### src/sfp_pkg.sv
`default_nettype none

package sfp_pkg;

   // Largest payload the block can ever accept, independent of the max_length register.
   localparam int MAX_PAYLOAD = 64;
   localparam logic [15:0] MAX_PAYLOAD_W = 16'(MAX_PAYLOAD);

   // Framing bytes.
   localparam logic [7:0] HDR_BYTE = 8'h7E;
   localparam logic [7:0] ESC_BYTE = 8'h7D;
   localparam logic [7:0] ESC_HDR  = 8'h5E;
   localparam logic [7:0] ESC_ESC  = 8'h5D;
   localparam logic [15:0] CRC_POLY = 16'h1021;

   // Parser phase codes.
   localparam logic [2:0] PH_HUNT = 3'd0;
   localparam logic [2:0] PH_TYPE = 3'd1;
   localparam logic [2:0] PH_LEN0 = 3'd2;
   localparam logic [2:0] PH_LEN1 = 3'd3;
   localparam logic [2:0] PH_DATA = 3'd4;
   localparam logic [2:0] PH_CRC0 = 3'd5;
   localparam logic [2:0] PH_CRC1 = 3'd6;

   // Result kind codes.
   localparam logic [2:0] KIND_DATA    = 3'd0;
   localparam logic [2:0] KIND_GOOD    = 3'd1;
   localparam logic [2:0] KIND_CRCBAD  = 3'd2;
   localparam logic [2:0] KIND_TYPEBAD = 3'd3;
   localparam logic [2:0] KIND_ESCBAD  = 3'd4;
   localparam logic [2:0] KIND_LENBAD  = 3'd5;
   localparam logic [2:0] KIND_ABORT   = 3'd6;

   // Configuration register indexes.
   localparam logic REG_TYPE_LIMIT = 1'b0;
   localparam logic REG_MAX_LENGTH = 1'b1;

   // One result item plus its presence flag.
   typedef struct packed {
      logic        valid;
      logic [2:0]  kind;
      logic [7:0]  payload_byte;
      logic [5:0]  byte_index;
      logic        last_byte;
      logic [7:0]  frame_kind;
      logic [15:0] computed_crc;
   } result_type;

   // Entry of the MSB-first CRC lookup for polynomial 0x1021.
   function automatic logic [15:0] crc16_lut(input logic [7:0] idx);
      logic [15:0] c;
      c = {idx, 8'h00};
      for (int i = 0; i < 8; i++) begin
         if (c[15]) begin
            c = {c[14:0], 1'b0} ^ CRC_POLY;
         end else begin
            c = {c[14:0], 1'b0};
         end
      end
      return c;
   endfunction

endpackage

`default_nettype wire

### src/stuffed_frame_parser_crc16_top.sv
`default_nettype none

// Channel  Direction  Transfer moves
// req      in         tdata[7:0] rx_byte
// rsp      out        tuser[2:0] kind, tlast last_byte, tdata payload/index/type/crc
// csr      in         csr_index selects type_limit (0) or max_length (1), csr_wdata value
//
// Each byte waits in the input register and is decided in one pass by the
// parser; its result, if any, lands in the output register as the byte moves on.
// One byte per cycle is sustained while rsp is not stalled; rsp valid is registered.
// Reset is synchronous and returns the parser to hunting, with type_limit 8, max_length 64.
// A stalled rsp holds its result while one more byte waits in the input register.
module stuffed_frame_parser_crc16_top (
   input  wire logic        clock,
   input  wire logic        reset,
   // Byte input
   input  wire logic        req_tvalid,
   output logic             req_tready,
   input  wire logic [7:0]  req_tdata,    // [7:0] rx_byte
   // Result output
   output logic             rsp_tvalid,
   input  wire logic        rsp_tready,
   output logic [39:0]      rsp_tdata,    // [7:0] payload_byte, [13:8] byte_index,
                                          // [21:14] frame_kind, [37:22] computed_crc
   output logic [2:0]       rsp_tuser,    // [2:0] kind
   output logic             rsp_tlast,    // last_byte
   // Configuration writes
   input  wire logic        csr_we,
   input  wire logic        csr_index,
   input  wire logic [7:0]  csr_wdata
);

   logic [7:0]           type_limit_ff;
   logic [6:0]           max_length_ff;
   logic                 in_valid_ff;
   logic [7:0]           in_byte_ff;
   logic                 advance;
   sfp_pkg::result_type  step_result;
   sfp_pkg::result_type  out_ff;
   logic                 out_valid_ff;

   // Configuration registers.
   always_ff @(posedge clock) begin
      if (reset) begin
         type_limit_ff <= 8'd8;
         max_length_ff <= 7'd64;
      end else if (csr_we) begin
         if (csr_index == sfp_pkg::REG_TYPE_LIMIT) begin
            type_limit_ff <= csr_wdata;
         end else begin
            max_length_ff <= csr_wdata[6:0];
         end
      end
   end

   // The held byte moves on when the output register is free or drains this cycle.
   assign advance    = in_valid_ff && (!out_valid_ff || rsp_tready);
   assign req_tready = !in_valid_ff || advance;

   // Input register.
   always_ff @(posedge clock) begin
      if (reset) begin
         in_valid_ff <= 1'b0;
      end else if (req_tready) begin
         in_valid_ff <= req_tvalid;
      end
   end

   always_ff @(posedge clock) begin
      if (req_tready && req_tvalid) begin
         in_byte_ff <= req_tdata;
      end
   end

   sfp_parser u_parser (
      .clock      (clock),
      .reset      (reset),
      .step_en    (advance),
      .rx_byte    (in_byte_ff),
      .type_limit (type_limit_ff),
      .max_length (max_length_ff),
      .result     (step_result)
   );

   // Output register.
   always_ff @(posedge clock) begin
      if (reset) begin
         out_valid_ff <= 1'b0;
      end else if (advance) begin
         out_valid_ff <= step_result.valid;
      end else if (rsp_tready) begin
         out_valid_ff <= 1'b0;
      end
   end

   always_ff @(posedge clock) begin
      if (advance && step_result.valid) begin
         out_ff <= step_result;
      end
   end

   assign rsp_tvalid = out_valid_ff;
   assign rsp_tuser  = out_ff.kind;
   assign rsp_tlast  = out_ff.last_byte;
   assign rsp_tdata  = {2'b00, out_ff.computed_crc, out_ff.frame_kind,
                        out_ff.byte_index, out_ff.payload_byte};

   // A held input byte is not overwritten while it waits.
   assert property (@(posedge clock) disable iff (reset)
      in_valid_ff && !advance |=> in_valid_ff && $stable(in_byte_ff))
      else $error("input register lost a waiting byte");

   // Only payload bytes may carry the last-byte mark.
   assert property (@(posedge clock) disable iff (reset)
      out_valid_ff && out_ff.last_byte |-> out_ff.kind == sfp_pkg::KIND_DATA)
      else $error("last-byte mark on a verdict");

   // Type and length rejections carry no CRC.
   assert property (@(posedge clock) disable iff (reset)
      out_valid_ff && (out_ff.kind == sfp_pkg::KIND_TYPEBAD
                       || out_ff.kind == sfp_pkg::KIND_LENBAD)
      |-> out_ff.computed_crc == 16'd0)
      else $error("header rejection with nonzero CRC");

   // A stalled result is not replaced by a new one.
   assert property (@(posedge clock) disable iff (reset)
      out_valid_ff && !rsp_tready |-> !advance)
      else $error("parser stepped while result was stalled");

endmodule

`default_nettype wire

### src/sfp_parser.sv
`default_nettype none

// Frame parser state and the decision logic for one received byte.
module sfp_parser (
   input  wire logic               clock,
   input  wire logic               reset,
   input  wire logic               step_en,
   input  wire logic [7:0]         rx_byte,
   input  wire logic [7:0]         type_limit,
   input  wire logic [6:0]         max_length,
   output sfp_pkg::result_type     result
);

   logic [2:0]  phase_ff,      phase_in;
   logic        esc_ff,        esc_in;
   logic [7:0]  len_hi_ff,     len_hi_in;
   logic [6:0]  dlen_ff,       dlen_in;
   logic [6:0]  count_ff,      count_in;
   logic [15:0] crc_ff,        crc_in;
   logic [7:0]  crc_hi_ff,     crc_hi_in;
   logic [7:0]  cur_type_ff,   cur_type_in;

   logic [7:0]  ubyte;
   logic [15:0] len_full;
   logic [15:0] limit;
   logic [15:0] crc_next;
   logic [6:0]  count_next;
   logic        is_last;

   // The length limit is the smaller of the register and the build-time maximum.
   assign limit = ({9'd0, max_length} < sfp_pkg::MAX_PAYLOAD_W) ? {9'd0, max_length}
                                                                : sfp_pkg::MAX_PAYLOAD_W;
   assign len_full   = {len_hi_ff, ubyte};
   assign crc_next   = {8'h00, crc_ff[15:8]} ^ sfp_pkg::crc16_lut(crc_ff[7:0] ^ ubyte);
   assign count_next = count_ff + 7'd1;
   assign is_last    = (count_next == dlen_ff);

   // Unescaped value of the byte when an escape is pending.
   always_comb begin
      if (esc_ff && rx_byte == sfp_pkg::ESC_HDR) begin
         ubyte = sfp_pkg::HDR_BYTE;
      end else if (esc_ff && rx_byte == sfp_pkg::ESC_ESC) begin
         ubyte = sfp_pkg::ESC_BYTE;
      end else begin
         ubyte = rx_byte;
      end
   end

   // Next state and result for the current byte.
   always_comb begin
      logic clear;
      clear       = 1'b0;
      phase_in    = phase_ff;
      esc_in      = esc_ff;
      len_hi_in   = len_hi_ff;
      dlen_in     = dlen_ff;
      count_in    = count_ff;
      crc_in      = crc_ff;
      crc_hi_in   = crc_hi_ff;
      cur_type_in = cur_type_ff;
      result      = '0;

      if (rx_byte == sfp_pkg::HDR_BYTE) begin
         // A header always restarts; an open frame past its type is aborted.
         if (phase_ff >= sfp_pkg::PH_LEN0 && phase_ff <= sfp_pkg::PH_CRC1) begin
            result.valid        = 1'b1;
            result.kind         = sfp_pkg::KIND_ABORT;
            result.frame_kind   = cur_type_ff;
            result.computed_crc = crc_ff;
         end
         clear = 1'b1;
      end else begin
         case (phase_ff)
            sfp_pkg::PH_HUNT: begin
               // Idle bytes are dropped.
            end
            sfp_pkg::PH_TYPE: begin
               if (rx_byte >= type_limit) begin
                  result.valid      = 1'b1;
                  result.kind       = sfp_pkg::KIND_TYPEBAD;
                  result.frame_kind = rx_byte;
                  clear             = 1'b1;
               end else begin
                  cur_type_in = rx_byte;
                  phase_in    = sfp_pkg::PH_LEN0;
               end
            end
            sfp_pkg::PH_LEN0, sfp_pkg::PH_LEN1, sfp_pkg::PH_DATA,
            sfp_pkg::PH_CRC0, sfp_pkg::PH_CRC1: begin
               if (esc_ff && rx_byte != sfp_pkg::ESC_HDR && rx_byte != sfp_pkg::ESC_ESC) begin
                  // Anything but the two escape codes after an escape byte.
                  result.valid        = 1'b1;
                  result.kind         = sfp_pkg::KIND_ESCBAD;
                  result.frame_kind   = cur_type_ff;
                  result.computed_crc = crc_ff;
                  clear               = 1'b1;
               end else if (!esc_ff && rx_byte == sfp_pkg::ESC_BYTE) begin
                  esc_in = 1'b1;
               end else begin
                  esc_in = 1'b0;
                  case (phase_ff)
                     sfp_pkg::PH_LEN0: begin
                        len_hi_in = ubyte;
                        phase_in  = sfp_pkg::PH_LEN1;
                     end
                     sfp_pkg::PH_LEN1: begin
                        if (len_full == 16'd0 || len_full > limit) begin
                           result.valid      = 1'b1;
                           result.kind       = sfp_pkg::KIND_LENBAD;
                           result.frame_kind = cur_type_ff;
                           clear             = 1'b1;
                        end else begin
                           dlen_in   = len_full[6:0];
                           len_hi_in = len_hi_ff;
                           count_in  = 7'd0;
                           crc_in    = 16'd0;
                           phase_in  = sfp_pkg::PH_DATA;
                        end
                     end
                     sfp_pkg::PH_DATA: begin
                        result.valid        = 1'b1;
                        result.kind         = sfp_pkg::KIND_DATA;
                        result.payload_byte = ubyte;
                        result.byte_index   = count_ff[5:0];
                        result.last_byte    = is_last;
                        result.frame_kind   = cur_type_ff;
                        result.computed_crc = crc_next;
                        crc_in              = crc_next;
                        count_in            = count_next;
                        if (is_last) begin
                           phase_in = sfp_pkg::PH_CRC0;
                        end
                     end
                     sfp_pkg::PH_CRC0: begin
                        crc_hi_in = ubyte;
                        phase_in  = sfp_pkg::PH_CRC1;
                     end
                     default: begin
                        result.valid        = 1'b1;
                        result.kind         = ({crc_hi_ff, ubyte} == crc_ff)
                                              ? sfp_pkg::KIND_GOOD : sfp_pkg::KIND_CRCBAD;
                        result.frame_kind   = cur_type_ff;
                        result.computed_crc = crc_ff;
                        clear               = 1'b1;
                     end
                  endcase
               end
            end
            default: begin
               // Unused phase code: fall back to hunting.
               clear = 1'b1;
            end
         endcase
      end

      if (clear) begin
         phase_in    = (rx_byte == sfp_pkg::HDR_BYTE) ? sfp_pkg::PH_TYPE : sfp_pkg::PH_HUNT;
         esc_in      = 1'b0;
         len_hi_in   = 8'd0;
         dlen_in     = 7'd0;
         count_in    = 7'd0;
         crc_in      = 16'd0;
         crc_hi_in   = 8'd0;
         cur_type_in = 8'd0;
      end
   end

   // Parser state registers.
   always_ff @(posedge clock) begin
      if (reset) begin
         phase_ff    <= sfp_pkg::PH_HUNT;
         esc_ff      <= 1'b0;
         len_hi_ff   <= 8'd0;
         dlen_ff     <= 7'd0;
         count_ff    <= 7'd0;
         crc_ff      <= 16'd0;
         crc_hi_ff   <= 8'd0;
         cur_type_ff <= 8'd0;
      end else if (step_en) begin
         phase_ff    <= phase_in;
         esc_ff      <= esc_in;
         len_hi_ff   <= len_hi_in;
         dlen_ff     <= dlen_in;
         count_ff    <= count_in;
         crc_ff      <= crc_in;
         crc_hi_ff   <= crc_hi_in;
         cur_type_ff <= cur_type_in;
      end
   end

   // A payload byte never reaches past the declared length.
   assert property (@(posedge clock) disable iff (reset)
      phase_ff == sfp_pkg::PH_DATA |-> count_ff < dlen_ff)
      else $error("payload count reached declared length while still in data phase");

   // Escape pending only inside the escaped part of a frame.
   assert property (@(posedge clock) disable iff (reset)
      esc_ff |-> (phase_ff >= sfp_pkg::PH_LEN0 && phase_ff <= sfp_pkg::PH_CRC1))
      else $error("escape pending outside an escaped field");

endmodule

`default_nettype wire

### config.mk
export PLATFORM = sky130hd
export DESIGN_NAME = stuffed_frame_parser_crc16_top
export DESIGN_NICKNAME = d
export VERILOG_FILES = /design/src/sfp_pkg.sv /design/src/stuffed_frame_parser_crc16_top.sv /design/src/sfp_parser.sv
export SDC_FILE = /design/constraint.sdc
export NUM_CORES = 1
export LEC_CHECK = 0
export BUFFER_PORTS_ARGS = -buffer_cell sky130_fd_sc_hd__buf_2
export CORE_UTILIZATION = 25
export DETAILED_ROUTE_END_ITERATION = 12
export PLACE_DENSITY = 0.4
export SLEW_MARGIN = 20
export SYNTH_ARGS = -nofsm -noshare
export SYNTH_HDL_FRONTEND = slang
export SYNTH_SLANG_ARGS = --single-unit
### constraint.sdc
create_clock -name clock -period 11.6 [get_ports clock]
set_input_delay 3.48 -clock clock [delete_from_list [all_inputs] [get_ports clock]]
set_output_delay 3.48 -clock clock [all_outputs]
set_load 0.05 [all_outputs]
==> impl_metrics.yaml <==
floorplanning:
  die_h_um: 164
  die_w_um: 164
  rows: 58
  dieArea_um2: 26800
  num_io_pins: 68
  start_util_pct: 25.8
  coreArea_um2: 25400
layout:
  fin_nets: 767
  diodes: 0
  final-seq-area_um2: 2950
  final_layout_size_suffix_gt1_share_pct: 17.3
  final_cell_count_no_fill: 1071
  fin_util_pct: 30.4
  syn_to_final_growth_pct: 17.9
  n_fill_cell: 2687
  multiInputGateArea_um2: 3310
status:
  status: "complete, no violations"
timing:
  hold_violations: 0
  fin_crit_ps: 7750
  slew_headroom_pct: 40.2
  worstMarginPinSlew_ps: 894
  finalSetupTns_ps: 0
  final.period_utilization_pct: 66.8
  drv_slew: 0
  clock.fmax_mhz: 129
  clock_skew_ps: 16.0
  finalSetupViolCount: 0
  rsz0062_at_grt: "false"
clocking:
  h-tree-depth: 4
  root_buffer: "clkbuf_16"
  clock_latency_ps: 430
  postCtsHoldBufs: 0
  clock_sinks: 123
  post-cts-setup-buffers: 0
  clkTransAtPathRegs_ps: 60
  cts_made_buffers: 17
  cts_buffer_depth: 2
  cts_tree: "done"
  post_cts_resized: 0
detailed_routing:
  ant_nets: 0
  drt_iter0_drc: 314
  drt_pass1_iterations: 5
  drcViolationCount: 0
  routed_wl_um: 18700
  routedWlPerCell_um: 17.5
  vias: 5078
  vias_per_cell: 4.74
critical_path:
  r2r_cells: 13
  worst-endpoint-arrival_ps: 4270
  slowest_stage: "or2_2"
  worstPathCellList: "buf_2 -> nand2b_1 -> or2_2 -> buf_2"
  cp.required_ps: 8120
  path_max_fanout: 4
  cp_slowest_stage_delay_ps: 310
  crit_type: "in -> out"
  cp-end-kind: "output pin"
  worst_path_most_repeated_cell: "buf_2"
  critPathLaunchType: "primary input"
synth:
  syn_area_um2: 6540
  ys_top_cells_by_count: "dfxtp_1, nand2_1, edfxtp_1"
  synth_area_leader_cell: "dfxtp_1"
  synth_top_cells_by_area: "dfxtp_1, edfxtp_1, mux2i_1, nand2_1, nand2b_1"
  synth_seq_cells: 123
  synth_cell_types: 66
  synthCells: 677
  yosysWarnings: 0
  synth_seq_area_share_pct: 45.1
  synth-async-reset-ratio_pct: 0
  avgSynthCellArea_um2: 9.67
  synth-edff-count: 49
  synth_top_area_share_pct: 22.6
  synth_ff_type: "dfxtp_1"
job:
  drv_cap: 0
place:
  placedCellCount: 1039
  gp_congestion: 0.883
  port_buffers: 65
  dpl.hpwl_um: 13000
global_route:
  grt-ovfl-total: 0
  grt_pass1_wl_um: 29200
  grt_pass1_vias: 5141
  grt_max_degree: 92
  track_usage_pct: 14.6
  grt_antenna_before_repair: 0
power:
  p_leak_nw: 2.89
  ir_worst_vdd_uv: 68.2
  powerDensity_nw_per_um2: 132
hold_path:
  hold_depth: 2
  hp-class: "reg -> reg"
==> per-layer routing <==
layer | part of all wire [%] | track usage, %
met1 | 48 | 18.9
met2 | 46 | 23.3
met3 | 3.7 | 3.31
met4 | 2.5 | 6.23
met5 | 0 | 0
==> where the power goes <==
group / internal [mW] / switching (mW)
registers: 0.452 / 0.00949
logic: 0.0196 / 0.0308
clock network: 0.300 / 0.207
==> worst max-delay path: cells and delay by family <==
kind | cells | cell delay (ps)
buffers and inverters | 2 | 310
AND/OR/NAND/NOR | 2 | 480
==> worst paths after layout <==
check        slack [ps]             start                 end
max                3850        rsp_tready          req_tready
min                 450  max_length_ff[1]    max_length_ff[1]
min reg2reg         450  max_length_ff[1]    max_length_ff[1]
max reg2reg        6810     in_byte_ff[1]  u_parser.crc_ff[3]
==> stage by stage <==
step                      power, mW  hold slack (ps)  setup slack (ps)  instance area, µm²
after global placement        0.520              453              3860                7150
after global routing           1.06              470              3810                7710
after detailed placement      0.521              444              3850                7150
after floorplan               0.504              432              4060                6550
after CTS                      1.03              452              3850                7710
final                          1.02              453              3850                7710
==> cells in the final DEF (no fill, tap or decap), types with 5 or more instances in the layout <==
cell       netlist  final
a211oi_1         5      5
a21o_1           5      5
a21oi_1         34     34
a22o_1          15     15
and3_1          17     17
buf_2            8     65
buf_4            5      8
clkbuf_16        0     17
dfxtp_1         74     74
edfxtp_1        49     49
ha_1            17     17
inv_1           24     24
mux2i_1         33     33
nand2_1         74     74
nand2b_1        44     44
nand3_1         18     18
nand3b_1        15     15
nand4_1          5      5
nor2_1          24     24
nor2b_1         18     18
nor3_1          16     15
nor4_1          10     10
o21ai_0         31     31
xnor2_1         26     26
xor2_1          11     11
==> registers in the layout, summed over array words and instances, names as in the netlist, 3 cells and up <==
signal,count
u_parser.cur_type_ff,8
u_parser.phase_ff,3
max_length_ff,7
u_parser.count_ff,7
u_parser.crc_hi_ff,8
u_parser.crc_ff,15
in_byte_ff,8
type_limit_ff,8
rsp_tdata,37
rsp_tuser,3
u_parser.len_hi_ff,8
u_parser.dlen_ff,7
==> cell families (layout without fill, tap and decap cells) <==
family	after synthesis	in the layout	synth area share, %
xor gates and xnor gates	37	37	4.95
muxes	39	39	6.31
and+or+nand+nor	259	259	21.2
adders and majority gates	17	17	3.25
buffers and inverters	66	129	4.46
AOI/OAI and AO/OA	135	135	14.7
DFF	123	123	45.1
other	1	2	0.0573
==> final cells by class <==
type                            instances  share of cell area, %
Inverter                               24                   1.17
Tap cell                              330                   5.35
Sequential cell                       123                   38.3
Timing Repair Buffer                   73                   5.00
Clock buffer                           18                   5.69
Clock inverter                         14                   1.59
Multi-Input combinational cell        489                   42.9
Note: power is estimated with default switching activity, not from simulation.
